File: src/rtl/c8_pkg.sv
`default_nettype none
package c8_pkg;

    localparam int unsigned MEM_AW = 12;
    localparam int unsigned SCR_AW = 5;
    localparam int unsigned SCR_W  = 64;

    localparam logic [MEM_AW-1:0] FONT_BASE = 12'h050;
    localparam logic [MEM_AW-1:0] FONT_END  = 12'h0A0;
    localparam logic [MEM_AW-1:0] PC_RESET  = 12'h200;

    localparam logic [1:0] ACT_LOAD = 2'd0;
    localparam logic [1:0] ACT_STEP = 2'd1;
    localparam logic [1:0] ACT_ROW  = 2'd2;
    localparam logic [1:0] ACT_NONE = 2'd3;

    localparam logic [3:0] OP_CLS = 4'h0;
    localparam logic [3:0] OP_JP  = 4'h1;
    localparam logic [3:0] OP_LD  = 4'h6;
    localparam logic [3:0] OP_ADD = 4'h7;
    localparam logic [3:0] OP_LDI = 4'hA;
    localparam logic [3:0] OP_DRW = 4'hD;

    localparam logic [7:0] FONT_GLYPHS [80] = '{
        8'hF0, 8'h90, 8'h90, 8'h90, 8'hF0, 8'h20, 8'h60, 8'h20, 8'h20, 8'h70,
        8'hF0, 8'h10, 8'hF0, 8'h80, 8'hF0, 8'hF0, 8'h10, 8'hF0, 8'h10, 8'hF0,
        8'h90, 8'h90, 8'hF0, 8'h10, 8'h10, 8'hF0, 8'h80, 8'hF0, 8'h10, 8'hF0,
        8'hF0, 8'h80, 8'hF0, 8'h90, 8'hF0, 8'hF0, 8'h10, 8'h20, 8'h40, 8'h40,
        8'hF0, 8'h90, 8'hF0, 8'h90, 8'hF0, 8'hF0, 8'h90, 8'hF0, 8'h10, 8'hF0,
        8'hF0, 8'h90, 8'hF0, 8'h90, 8'h90, 8'hE0, 8'h90, 8'hE0, 8'h90, 8'hE0,
        8'hF0, 8'h80, 8'h80, 8'h80, 8'hF0, 8'hE0, 8'h90, 8'h90, 8'h90, 8'hE0,
        8'hF0, 8'h80, 8'hF0, 8'h80, 8'hF0, 8'hF0, 8'h80, 8'hF0, 8'h80, 8'h80
    };

    typedef enum logic {
        ALU_ADD,
        ALU_SHR
    } t_alu_op;

    typedef struct packed {
        t_alu_op           op;
        logic [MEM_AW-1:0] a;
        logic [MEM_AW-1:0] b;
    } t_alu_req;

    function automatic logic [7:0] f_font_byte(input logic [MEM_AW-1:0] addr);
        logic [MEM_AW-1:0] off;
        off = addr - FONT_BASE;
        if (addr >= FONT_BASE && addr < FONT_END) begin
            return FONT_GLYPHS[off[6:0]];
        end
        return 8'h00;
    endfunction

endpackage
`default_nettype wire

File: src/rtl/c8_scr.sv
`default_nettype none
module c8_scr
    import c8_pkg::*;
(
    input  wire               i_clk,
    input  wire               i_rst_n,
    input  wire               i_clr,
    input  wire               i_we,
    input  wire  [SCR_AW-1:0] i_waddr,
    input  wire  [SCR_W-1:0]  i_wdata,
    input  wire  [SCR_AW-1:0] i_raddr,
    output logic [SCR_W-1:0]  o_rdata
);

    logic [SCR_W-1:0]     r_rows [2**SCR_AW];
    logic [2**SCR_AW-1:0] r_vld;
    logic [SCR_W-1:0]     r_rdata;
    logic                 r_rvld;

    always_ff @(posedge i_clk) begin
        if (!i_rst_n) begin
            r_vld  <= '0;
            r_rvld <= 1'b0;
        end else begin
            r_rvld <= r_vld[i_raddr];
            if (i_clr) begin
                r_vld <= '0;
            end else if (i_we) begin
                r_vld[i_waddr] <= 1'b1;
            end
        end
    end

    always_ff @(posedge i_clk) begin
        if (i_we) begin
            r_rows[i_waddr] <= i_wdata;
        end
        r_rdata <= r_rows[i_raddr];
    end

    // unwritten or cleared rows read as blank
    assign o_rdata = r_rvld ? r_rdata : '0;

endmodule
`default_nettype wire

File: config.mk
export PLATFORM = sky130hd
export DESIGN_NAME = c8_scr
export DESIGN_NICKNAME = d
export VERILOG_FILES = /design/src/rtl/c8_pkg.sv /design/src/rtl/c8_scr.sv
export SDC_FILE = /design/constraint.sdc
export NUM_CORES = 2
export LEC_CHECK = 0
export ABC_CLOCK_PERIOD_IN_PS = 10750
export BUFFER_PORTS_ARGS = -buffer_cell sky130_fd_sc_hd__buf_2
export CAP_MARGIN = 5
export CORE_MARGIN = 4
export CORE_UTILIZATION = 30
export DETAILED_ROUTE_END_ITERATION = 8
export PLACE_DENSITY = 0.49
export SETUP_SLACK_MARGIN = 0.3
export SYNTH_ARGS = -nofsm -noshare
export SYNTH_HDL_FRONTEND = slang
export SYNTH_SLANG_ARGS = --single-unit
File: constraint.sdc
create_clock -name i_clk -period 10.75 [get_ports i_clk]
set_input_delay 1.6125 -clock i_clk [delete_from_list [all_inputs] [get_ports i_clk]]
set_output_delay 1.6125 -clock i_clk [all_outputs]
set_load 0.03 [all_outputs]
==> results.cfg <==
[finish]
nFillCells = 24600
area_delta_synth_final_pct = 15.5
fin_nets = 3631
drive_gt1_frac = 0.337
finish.utilization = 0.349

[cts]
cts_tree = yes
cts_buffer_depth = 3
cts_root_buffer = clkbuf_16
cts_buffers = 212
post_cts_buffers = 0
cts_max_level = 4
post_cts_resized = 0
cts_sinks = 2145
clk_pin_slew_ns = 0.06
clkLatencyLatePin_ns = 0.85
holdBufCountCts = 0

[route]
vias = 36200
drtIter0Drc = 3569
route.detailed.drc = 0
post_drt_wl_per_cell_um = 29.4
post_drt_via_cell_ratio = 4.96
antenna_left = 0
wl_um = 215000
drtPass1Iterations = 5

[power_and_ir_drop]
pwr-share-clk = 0.422
sw_frac_of_total = 0.212
powerDensity_nw_per_um2 = 189
p_int_w = 0.0138
switchingPower_w = 0.00372
power_frac_seq = 0.531
p_total_w = 0.0175
irDropWorstVdd_mv = 0.155
combPwrFrac = 0.046
leakagePower_nw = 28.8

[synthesis]
synth-xor-area-share = 0
synthCells = 3278
ys.flop_type = edfxtp_1
ys_seq_area_frac = 0.787
avgSynthCellArea_sq_um = 24.6
yosysWarnings = 0
synth_top_family_by_area = multiplexers
synth_compound_gate_area_share = 0.00850
synth_adder_area_share = 0
synthTopCellsByArea = edfxtp_1, mux4_2, dfxtp_1
synthSimpleGateAreaFrac = 0.00950
synth-seq-cells = 2145
synth_area_sq_um = 80600
synth-edff-count = 2048
ys_types = 33
synth_mux_area_frac = 0.185
synth_nets = 3356
synth_top_area_frac = 0.763
post-synth-top-area-cell = edfxtp_1
async_flop_share = 0

[placement]
place_hpwl_um = 106000
place_congestion = 0.681
io_buffers = 141

[global_routing]
grt_antenna_before_repair = 36
grt_start_max_net_pins = 105
grt_pass1_wl_um = 302000
track_usage = 0.153
grt.overflow.total = 0
grt_pass1_vias = 38000
use_met1 = 0.217
grt_util_met3 = 0.0253
grtUsageMet2 = 0.249
grt-busiest-layer = met2

[sta]
relSlewSlack = 0.226
maxSlewViolCount = 0
setup_tns_ns = 0
hold_viol_final = 0
hold_ws_ns = 0.464
rsz0062_at_grt = false
period_minus_slack_ns = 4.46
tightest_slew_ns = 1.16
final.period_utilization = 0.415
fin_skew_ns = 0.0567
fmax_mhz = 224
finalSetupViolCount = 0

[floorplanning]
pin_count = 142
die_y_um = 526
rows = 189
fp.dieArea_sq_um = 277000
fp.dieW_um = 526
core_area_sq_um = 266000
initial_core_util = 0.303

[setup_path]
cp-start-kind = flop
cp-end-kind = primary output
critPathArrivalTime_ns = 2.85
critPathRequiredTime_ns = 9.14
worstPathMaxFanout = 34
path_class = flop to primary output

[worst_hold_path]
hold_path_class = flop to flop

[run]
maxCapViolCount = 0

[status]
status = completed
-- flip-flops by register name, indices dropped and copies added, names as in the netlist --
register	count
r_rows	2048
r_rvld	1
r_vld	32
r_rdata	64
-- final timing paths --
check	from	endpoint	slack, ns	cells past startpoint
hold reg to reg	r_vld[6]$_SDFFE_PP0P_	r_vld[6]$_SDFFE_PP0P_	0.46	1
setup reg to reg	r_rows[5][29]$_DFFE_PP_	r_rdata[29]$_DFF_P_	8.92	3
hold / removal	r_vld[6]$_SDFFE_PP0P_	r_vld[6]$_SDFFE_PP0P_	0.46	1
setup / recovery	r_rvld$_SDFF_PN0_	o_rdata[7]	6.29	3
-- synthesized netlist by cell type, types with 5 or more instances --
cell type,count
a21oi_1,10
clkbuf_1,80
a221o_1,5
buf_4,11
o21a_1,33
nand3b_1,5
a221oi_1,21
edfxtp_1,2048
mux2_2,74
o22ai_1,12
buf_2,67
and2_1,64
dfxtp_1,97
nand2_1,24
nor2_1,40
buf_1,10
mux4_2,605
mux2i_1,41
-- placed cells by master (no fill, tap or decap), types with 4 or more instances in the layout --
master      Yosys  final
a21oi_1        10     10
a221o_1         5      5
a221oi_1       21     21
a2bb2oi_1       4      4
and2_1         64     64
buf_12          0      7
buf_2          67    137
buf_4          11     84
bufinv_16       0     14
clkbuf_1       80     57
clkbuf_16       0    215
clkbuf_8        0     27
clkinv_1        0     36
clkinv_16       0      6
clkinv_2        0     39
clkinvlp_4      0      4
dfxtp_1        97     96
diode_2         0     12
edfxtp_1     2048   2048
mux2_2         74     74
mux2i_1        41     41
mux4_2        605    605
nand2_1        24     24
nand3b_1        5      5
nor2_1         40      7
nor2_4          0     32
nor2b_1         4      4
o21a_1         33     33
o22ai_1        12     12
-- area by class of cell --
type	count	area, sq um	share of cell area
inverter	4	30.0	0.000323
clock buffer	298	5950	0.0640
antenna	12	30.0	0.000323
timing repair buffer	232	1510	0.0162
multi-input combinational	958	16600	0.178
tap	3533	4420	0.0475
clock inverter	106	1070	0.0115
sequential	2145	63400	0.682
-- kinds of logic after synthesis --
| kind of cell | Yosys count |
|---|---|
| compound gates | 92 |
| buf+inv | 175 |
| flops | 2145 |
| mux | 720 |
| simple gates | 146 |
-- critical path, stage by stage (launching register included) --
cell and delay [ns]:
dfxtp_4 0.75, buf_4 0.59, and2_1 0.41, buf_2 0.27
-- per-layer routing --
metal / routed length [um] / vias to the layer above / part of all wire
met3: 10400 / 282 / 0.048
met5: 81 / - / 0.00038
met4: 3730 / 12 / 0.017
met1: 96400 / 20200 / 0.45
met2: 104000 / 949 / 0.48
li1: - / 14700 / -
-- power groups by stage --
stage               Clock (W)  Sequential, W  Combinational (W)
floorplan                   0        0.00948           0.000504
global placement            0        0.00950           0.000826
detailed placement          0        0.00950           0.000834
CTS                   0.00759        0.00933           0.000835
global route          0.00794        0.00933           0.000875
finish                0.00741        0.00932           0.000810
-- stage by stage --
step	area [sq um]	instances	worst slack, ns
finish	93000	7288	6.29
global route	93000	7278	6.06
CTS	93000	7276	6.03
detailed placement	86000	6872	5.40
global placement	86000	6872	5.36
floorplan	80600	3278	5.28
Note: power is estimated with default switching activity, not from simulation.
