[config.mk]
export PLATFORM = sky130hd
export DESIGN_NAME = c8_alu
export DESIGN_NICKNAME = d
export VERILOG_FILES = /design/src/rtl/c8_pkg.sv /design/src/rtl/c8_alu.sv
export SDC_FILE = /design/constraint.sdc
export NUM_CORES = 1
export LEC_CHECK = 0
export BUFFER_PORTS_ARGS = -buffer_cell sky130_fd_sc_hd__buf_4
export CORE_MARGIN = 10
export CORE_UTILIZATION = 43
export DETAILED_ROUTE_END_ITERATION = 8
export GPL_ROUTABILITY_DRIVEN = 0
export GPL_TIMING_DRIVEN = 0
export PLACE_DENSITY = 0.92
export SYNTH_ARGS = -nofsm -noshare
export SYNTH_HDL_FRONTEND = slang
export SYNTH_SLANG_ARGS = --single-unit
[constraint.sdc]
create_clock -name vclk -period 1.7
set_input_delay 0.085 -clock vclk [all_inputs]
set_output_delay 0.085 -clock vclk [all_outputs]
set_load 0.02 [all_outputs]
[src/rtl/c8_pkg.sv]
`default_nettype none
package c8_pkg;

    localparam int unsigned MEM_AW = 12;
    localparam int unsigned SCR_AW = 5;
    localparam int unsigned SCR_W  = 64;

    localparam logic [MEM_AW-1:0] FONT_BASE = 12'h050;
    localparam logic [MEM_AW-1:0] FONT_END  = 12'h0A0;
    localparam logic [MEM_AW-1:0] PC_RESET  = 12'h200;

    localparam logic [1:0] ACT_LOAD = 2'd0;
    localparam logic [1:0] ACT_STEP = 2'd1;
    localparam logic [1:0] ACT_ROW  = 2'd2;
    localparam logic [1:0] ACT_NONE = 2'd3;

    localparam logic [3:0] OP_CLS = 4'h0;
    localparam logic [3:0] OP_JP  = 4'h1;
    localparam logic [3:0] OP_LD  = 4'h6;
    localparam logic [3:0] OP_ADD = 4'h7;
    localparam logic [3:0] OP_LDI = 4'hA;
    localparam logic [3:0] OP_DRW = 4'hD;

    localparam logic [7:0] FONT_GLYPHS [80] = '{
        8'hF0, 8'h90, 8'h90, 8'h90, 8'hF0, 8'h20, 8'h60, 8'h20, 8'h20, 8'h70,
        8'hF0, 8'h10, 8'hF0, 8'h80, 8'hF0, 8'hF0, 8'h10, 8'hF0, 8'h10, 8'hF0,
        8'h90, 8'h90, 8'hF0, 8'h10, 8'h10, 8'hF0, 8'h80, 8'hF0, 8'h10, 8'hF0,
        8'hF0, 8'h80, 8'hF0, 8'h90, 8'hF0, 8'hF0, 8'h10, 8'h20, 8'h40, 8'h40,
        8'hF0, 8'h90, 8'hF0, 8'h90, 8'hF0, 8'hF0, 8'h90, 8'hF0, 8'h10, 8'hF0,
        8'hF0, 8'h90, 8'hF0, 8'h90, 8'h90, 8'hE0, 8'h90, 8'hE0, 8'h90, 8'hE0,
        8'hF0, 8'h80, 8'h80, 8'h80, 8'hF0, 8'hE0, 8'h90, 8'h90, 8'h90, 8'hE0,
        8'hF0, 8'h80, 8'hF0, 8'h80, 8'hF0, 8'hF0, 8'h80, 8'hF0, 8'h80, 8'h80
    };

    typedef enum logic {
        ALU_ADD,
        ALU_SHR
    } t_alu_op;

    typedef struct packed {
        t_alu_op           op;
        logic [MEM_AW-1:0] a;
        logic [MEM_AW-1:0] b;
    } t_alu_req;

    function automatic logic [7:0] f_font_byte(input logic [MEM_AW-1:0] addr);
        logic [MEM_AW-1:0] off;
        off = addr - FONT_BASE;
        if (addr >= FONT_BASE && addr < FONT_END) begin
            return FONT_GLYPHS[off[6:0]];
        end
        return 8'h00;
    endfunction

endpackage
`default_nettype wire

[src/rtl/c8_alu.sv]
`default_nettype none
module c8_alu
    import c8_pkg::*;
(
    input  wire t_alu_req         i_req,
    output logic [SCR_W-1:0]      o_res
);

    always_comb begin
        unique case (i_req.op)
            ALU_ADD: o_res = {{(SCR_W-MEM_AW){1'b0}}, i_req.a + i_req.b};
            ALU_SHR: o_res = {i_req.b[7:0], {(SCR_W-8){1'b0}}} >> i_req.a[5:0];
            default: o_res = '0;
        endcase
    end

endmodule
`default_nettype wire

==> reports/metrics.yaml, run 1 <==
slowest_stage: "or4b_1"
critPathKind: "in2out"
pwr_density_cell_nw_per_um2: 343
syn_nets: 280
final_area_um2: 2840
dpl.hpwl_um: 5730
via_count: 2601
placedCellCount: 380
p_leak_uw: 0.00122
antenna_left: 0
overflow: 0
wl_per_cell_um: 21.8
critPathLaunchType: "primary input"
relSlewSlack: 0.565
fin_hold_ws_ns: 0.622
grt_pass1_wl_um: 11400
synth_top_area_cell: "nor2_1"
instances_no_fill: 394
finalWorstSetupSlack_ns: -0.168
hold_viol_final: 0
ir_drop_uv: 191
cp_top_family: "compound AO/OA/AOI/OAI gates"
cp_data_required_time_ns: 1.62
whs_path_depth: 4
drt-total-wl_um: 8590
grt_antenna_before_repair: 0
path_buf_inv: 2
drive_gt1_frac: 0.512
yosysSeqAreaShare: 0
ys_types: 62
ys_top_cells_by_area: "nor2_1 12%, ha_1 8.4%, mux2i_1 5.5%, a21oi_1 5.2%, nand2_1 3.4%"
tns_ns: -0.843
hold_end: "o_res[28]"
fillCellCount: 253
grt_use_total: 0.204
period_share: 1.10
post-synth-top-count-cell: "nor2_1"
violations: "negative setup slack"
fin_nets: 385
grt_pass1_vias: 2326
nClkBuffers: 0
setup-violations-final: 12
pre_cts_slack_ns: -0.353
drt_iter0_drc: 363
hold_start: "i_req[17]"
hold_class: "in2out"
drc_errors: 0
syn-cell-area_um2: 1640
tightest_slew_ns: 0.653
cpMostUsedCell: "buf_4"
drt_first_pass_iters: 5
synthDominantCellAreaShare: 0.121
path_max_fanout: 5
cp-end-kind: "output port"
regArea_um2: 0
drv_cap: 0
slew_violations: 0
status: "complete, but fails checks"
placedInstanceArea_um2: 2430
syn-instance-count: 243
area_delta_synth_final_pct: 72.9
avgViaCountPerCell: 6.60
grt_setup_unrepaired: "true"
die_x_um: 81.8
clock.fmax_mhz: 535
diodes: 0
grt_max_degree: 11
port-buffer-count: 89
coreArea_um2: 3690
rows: 22
yosysWarningCount: 0
die_h_um: 81.8
crit_chain: "buf_4 -> ha_4 -> a21o_1 -> a21oi_4 -> a21oi_2 -> or4b_1 -> o211ai_1 -> buf_4"
start_util: 0.445
syn_avg_cell_area_um2: 6.76
seq_cell_count: 0
cp.arrival_ns: 1.78
min_period_ns: 1.87
ys_top_cells_by_count: "53 x nor2_1, 17 x a21oi_1, 15 x nand2_1"
pin_count: 89
dieArea_um2: 6690
max_stage_delay_ns: 0.47
layer usage:
metal,part of all wire,global-route usage
met5,0,0
met4,0.059,0.0476
met1,0.34,0.245
met2,0.48,0.365
met3,0.12,0.0382
final cells by class:
class	count	area, um2	area share
Timing Repair Buffer	103	831	0.293
Buffer	15	96.3	0.0339
Multi-Input combinational cell	221	1820	0.642
Tap cell	48	60.1	0.0211
Inverter	7	28.8	0.0101
how the worst max path moves through the flow:
stage / from / to / cells past startpoint
after floorplan: i_req[0] / o_res[10] / 8
after global placement: i_req[12] / o_res[10] / 10
after detailed placement: i_req[12] / o_res[10] / 10
after CTS: i_req[12] / o_res[10] / 10
after global routing: i_req[3] / o_res[11] / 8
final: i_req[3] / o_res[11] / 8
kinds of logic after synthesis:
group	after synthesis	share of synthesized area
buffers and inverters	22	0.0609
adder cells (fa/ha/maj)	12	0.0960
AO/OA/AOI/OAI	75	0.347
multiplexers	17	0.142
AND/OR/NAND/NOR	113	0.333
XOR/XNOR	4	0.0213
power by group:
part           internal, uW  switching, uW
clock network             0              0
logic                   427            548
registers                 0              0
total                   427            548
placed cells by master, fill, tap and decap left out, types with 4 or more instances in the layout:
cell and count:
buf_6 11, and2_1 5, nor3_1 7, nor2_1 49, clkbuf_1 4, mux2i_4 6, ha_4 5, inv_1 5
nand2b_1 6, o22ai_1 7, nor2_2 4, xor2_1 4, nand3_1 4, a21oi_1 12, a21oi_4 4, nand2_1 15
buf_4 94, mux2i_1 4, o211ai_1 5, a21oi_2 5
worst min-delay path, delay by kind of cell:
family / cells / cell delay, ns
buffers and inverters: 3 / 0.36
AOI/OAI and AO/OA: 1 / 0.08
per-stage QoR:
stage / power [uW] / util
2_1_floorplan: 521 / -
6_report: 975 / 0.770
3_3_place_gp: 769 / 0.658
4_1_cts: 836 / 0.699
3_5_place_dp: 784 / 0.658
5_1_grt: 1020 / 0.770
what timing repair did:
item	CTS	global route
resized for setup	21	49
hold buffers	0	0
pin swaps	15	9
buffers inserted	8	6
endpoints found under the setup margin	14	36
No activity file was read; power rests on OpenSTA's default activity.
==> inputs of run 2 (changes only) <==
ABC_AREA = 1   (was not set)
CORE_UTILIZATION = 45   (was 43)
PLACE_DENSITY = 0.93   (was 0.92)
==> run 2 against run 1 <==
The run now ends clean. Worst setup slack gained 0.28 ns. Global-route usage decreased by 0.33 points. Synthesized cell count is 58% higher.
==> reports/metrics.yaml, run 2 <==
status: "complete, no violations"
drt_iter0_drc: 456
syn_avg_cell_area_um2: 4.68
coreArea_um2: 3770
cp.arrival_ns: 1.50
path_buf_inv: 4
tightest_slew_ns: 0.495
drt_first_pass_iters: 6
regArea_um2: 0
syn-instance-count: 385
internal_power_uw: 298
placedCellCount: 521
p_leak_uw: 0.00148
drv_cap: 0
cp.depth: 13
cp_top_family: "adder cells"
antenna_left: 0
drt-total-wl_um: 7800
wl_per_cell_um: 14.9
relSlewSlack: 0.670
avgViaCountPerCell: 5.68
yosysSeqAreaShare: 0
ir_drop_uv: 165
highest_layer: "met4"
ys_top_cells_by_count: "138 x nand2_1, 65 x nand3_1, 59 x nor2_1"
whs_path_depth: 3
synth_top_area_cell: "nand2_1"
met1Wirelength_um: 2870
critPathKind: "in2out"
tns_ns: 0
hold_class: "in2out"
mostFrequentLayoutCells: "138 x nand2_1, 93 x buf_4, 63 x nand3_1"
start_util: 0.477
grt_antenna_before_repair: 0
grt_use_total: 0.201
critPathLaunchType: "primary input"
synthDominantCellAreaShare: 0.288
period_share: 0.934
diodes: 0
clock.fmax_mhz: 630
seq_cell_count: 0
cpMostUsedCell: "nand2_1"
path_max_fanout: 4
ys_types: 26
fillCellCount: 340
drc_errors: 0
post-synth-top-count-cell: "nand2_1"
die_x_um: 83.3
slew_violations: 0
crit_chain: "buf_4 -> ha_4 -> inv_1 -> fa_1 -> inv_2 -> nand3_1 -> nand3_2 -> nand2_1 -> nand2_1 -> nand2_1 -> nand2_1 -> o21ai_1 -> buf_4"
final_area_um2: 2560
swShare: 0.634
grt_pass1_vias: 2761
power_switching_uw: 516
multiInputGateArea_um2: 1580
seq_power_share: 0
port-buffer-count: 88
via_count: 2966
dpl.hpwl_um: 6470
pin_count: 89
final_common_cell: "nand2_1"
cp-end-kind: "output port"
grt_pass1_wl_um: 12600
die_h_um: 83.3
wl_met2_um: 3900
slowest_stage: "fa_1"
nClkBuffers: 0
yosysWarningCount: 0
placedInstanceArea_um2: 2520
grt_setup_unrepaired: "false"
max_stage_delay_ns: 0.38
ys_top_cells_by_area: "nand2_1 29%, nand3_1 18%, nor2_1 12%, ha_1 7.6%, inv_1 6.7%"
cp_data_required_time_ns: 1.62
hold_viol_final: 0
rows: 22
fin_nets: 513
instances_no_fill: 522
pwr_density_cell_nw_per_um2: 318
setup-violations-final: 0
syn_nets: 422
p_comb_frac: 1.000
syn-cell-area_um2: 1800
pwr-share-clk: 0
overflow: 0
area_delta_synth_final_pct: 42.0
drive_gt1_frac: 0.255
met3_wirelength_um: 791
dieArea_um2: 6930
grt_max_degree: 11
min_period_ns: 1.59
==> run 2: cell count changes after synthesis, sizes merged, moves of 5 or more <==
cell	change
nor3	-7
o21ai	+15
o22ai	-9
nor2	+8
mux2i	-13
nand3	+61
nand4	+9
a21oi	-6
o211ai	-5
inv	+30
nand2b	-8
nand2	+127
a22oi	-6
==> run 2: timing repair <==
action / in CTS / in global routing
setup endpoints to repair: 3 / 3
hold buffers: 0 / 0
setup buffers: 0 / 1
gates resized for setup: 4 / 4
pin swaps: 0 / 1
==> run 2: final cells by class <==
cell class	count	area share
Multi-Input combinational cell	331	0.619
Timing Repair Buffer	89	0.261
Inverter	37	0.0563
Buffer	17	0.0401
Tap cell	48	0.0235
==> run 2: metrics by stage <==
stage	utilization	hold slack, ns	power (uW)	setup slack [ns]
after global routing	0.678	0.622	893	0.0239
after floorplan	-	0.357	508	0.165
after global placement	0.669	0.584	770	-0.0681
after CTS	0.672	0.593	790	0.0229
final	0.678	0.592	814	0.112
after detailed placement	0.669	0.591	784	-0.0710
==> run 2: worst paths after layout <==
check,startpoint,end,slack (ns)
worst min-delay path,i_req[24],o_res[1],0.59
worst max-delay path,i_req[0],o_res[6],0.11
==> run 2: layer usage <==
layer / track usage / vias up
met5: 0 / -
met4: 0.0508 / 0
met3: 0.0293 / 30
met2: 0.375 / 183
met1: 0.229 / 1320
li1: - / 1433
==> run 2: power groups by stage <==
| stage | registers (uW) | clock network [uW] | logic, uW |
|---|---|---|---|
| after floorplan | 0 | 0 | 508 |
| after global placement | 0 | 0 | 770 |
| after detailed placement | 0 | 0 | 784 |
| after CTS | 0 | 0 | 790 |
| after global routing | 0 | 0 | 893 |
| final | 0 | 0 | 814 |
==> run 2: kinds of logic after synthesis <==
family          count (synthesis)  share of synthesized area
buf+inv                        54                      0.137
xor+xnor                        1                    0.00487
simple gates                  285                      0.675
fa+ha+maj                      12                     0.0876
compound gates                 33                     0.0959
==> inputs of run 3 (changes only) <==
CELL_PAD_IN_SITES_DETAIL_PLACEMENT = 1   (was not set)
CELL_PAD_IN_SITES_GLOBAL_PLACEMENT = 1   (was not set)
CORE_UTILIZATION = 27   (was 45)
PLACE_DENSITY = 0.92   (was 0.93)
==> run 3 against run 2 <==
Non-clock buffer count stayed put. Critical path depth is 3 lower. Routed wire length is 21% higher. Global-route usage decreased by 2.8 points. Design area rose by 2.0%. Fmax is 0.51% higher. Via count is 1.5% lower. Die area grew 49%. Worst setup slack improved by 0.0081 ns. First-iteration DRC count down 74%. Critical path type unchanged.
==> reports/metrics.yaml, run 3 (synthesis results as in run 2) <==
drt_first_pass_iters: 4
pin_count: 89
pwr_density_cell_nw_per_um2: 326
area_delta_synth_final_pct: 44.9
ir_drop_uv: 182
hold_buffers: 0
dpl.hpwl_um: 8050
final_area_um2: 2610
drc_errors: 0
grt_setup_unrepaired: "true"
cp-end-kind: "output port"
wl_per_cell_um: 17.1
grt_antenna_before_repair: 0
grt_pass1_vias: 3079
die_x_um: 102
hold_viol_final: 0
seq_cell_count: 0
slew_violations: 0
hold_start: "i_req[24]"
critPathKind: "in2out"
drive_gt1_frac: 0.262
clock.fmax_mhz: 633
avgViaCountPerCell: 5.30
rows: 29
coreArea_um2: 6420
status: "complete, no violations"
dieArea_um2: 10300
cp.arrival_ns: 1.49
setup-violations-final: 0
path_max_fanout: 7
drt_iter0_drc: 119
period_share: 0.929
grt_use_total: 0.173
port-buffer-count: 88
via_count: 2921
critPathLaunchType: "primary input"
antenna_left: 0
placedCellCount: 550
regArea_um2: 0
final_common_cell: "nand2_1"
hold_class: "in2out"
min_period_ns: 1.58
die_h_um: 102
drv_cap: 0
diodes: 0
placedInstanceArea_um2: 2560
p_leak_uw: 0.00148
nClkBuffers: 0
grt_pass1_wl_um: 14900
instances_no_fill: 551
start_util: 0.280
relSlewSlack: 0.664
grt_max_degree: 11
fin_nets: 513
startpoint: "i_req[14]"
overflow: 0
mostFrequentLayoutCells: "138 x nand2_1, 93 x buf_4, 62 x nand3_1"
drt-total-wl_um: 9430
cp_data_required_time_ns: 1.62
tightest_slew_ns: 0.504
[run 3: report_power, final]
group / total, uW / switching, uW / internal [uW] / leakage, uW
sequential: 0 / 0 / 0 / 0
clock: 0 / 0 / 0 / 0
combinational: 849 / 547 / 303 / 0.00148
[run 3: final cells by class]
class / instances / area [um2]
inverter: 37 / 144
timing repair buffer: 89 / 668
fill: 941 / 3810
tap: 77 / 96.3
buffer: 17 / 103
multi-input combinational: 331 / 1600
[run 3: routing by layer]
metal | wire length, um | vias up | global-route usage
met3 | 624 | 14 | 0.0279
met4 | 128 | 0 | 0.0319
met5 | 0 | - | 0
met2 | 4970 | 101 | 0.339
li1 | - | 1421 | -
met1 | 3710 | 1385 | 0.190
[run 3: path summary, 6_finish.rpt]
check	cells after the start	endpoint	slack, ns
worst max-delay path	10	o_res[5]	0.12
worst min-delay path	3	o_res[1]	0.63
[run 3: timing repair]
action	in CTS	in global routing
pin swaps	0	3
gates resized for setup	5	7
setup endpoints to repair	4	5
setup buffers	0	1
[run 3: critical path: stages]
cell and delay (ns):
buf_4 0.15, ha_2 0.41, nand2_1 0.14, nand3_4 0.14, nand2_1 0.07, nand2_1 0.10
a21oi_1 0.07, o21ai_0 0.08, nand2_1 0.09, buf_4 0.16
[run 3: stage by stage]
step | hold WS, ns | setup TNS (ns) | power, uW | util | setup slack (ns)
2_1_floorplan | 0.357 | 0 | 508 | - | 0.165
3_3_place_gp | 0.602 | -0.169 | 791 | 0.398 | -0.0876
3_5_place_dp | 0.614 | -0.281 | 821 | 0.398 | -0.120
4_1_cts | 0.614 | 0 | 831 | 0.402 | 0.0111
5_1_grt | 0.647 | -0.00745 | 930 | 0.406 | -0.00745
6_report | 0.626 | 0 | 849 | 0.406 | 0.121
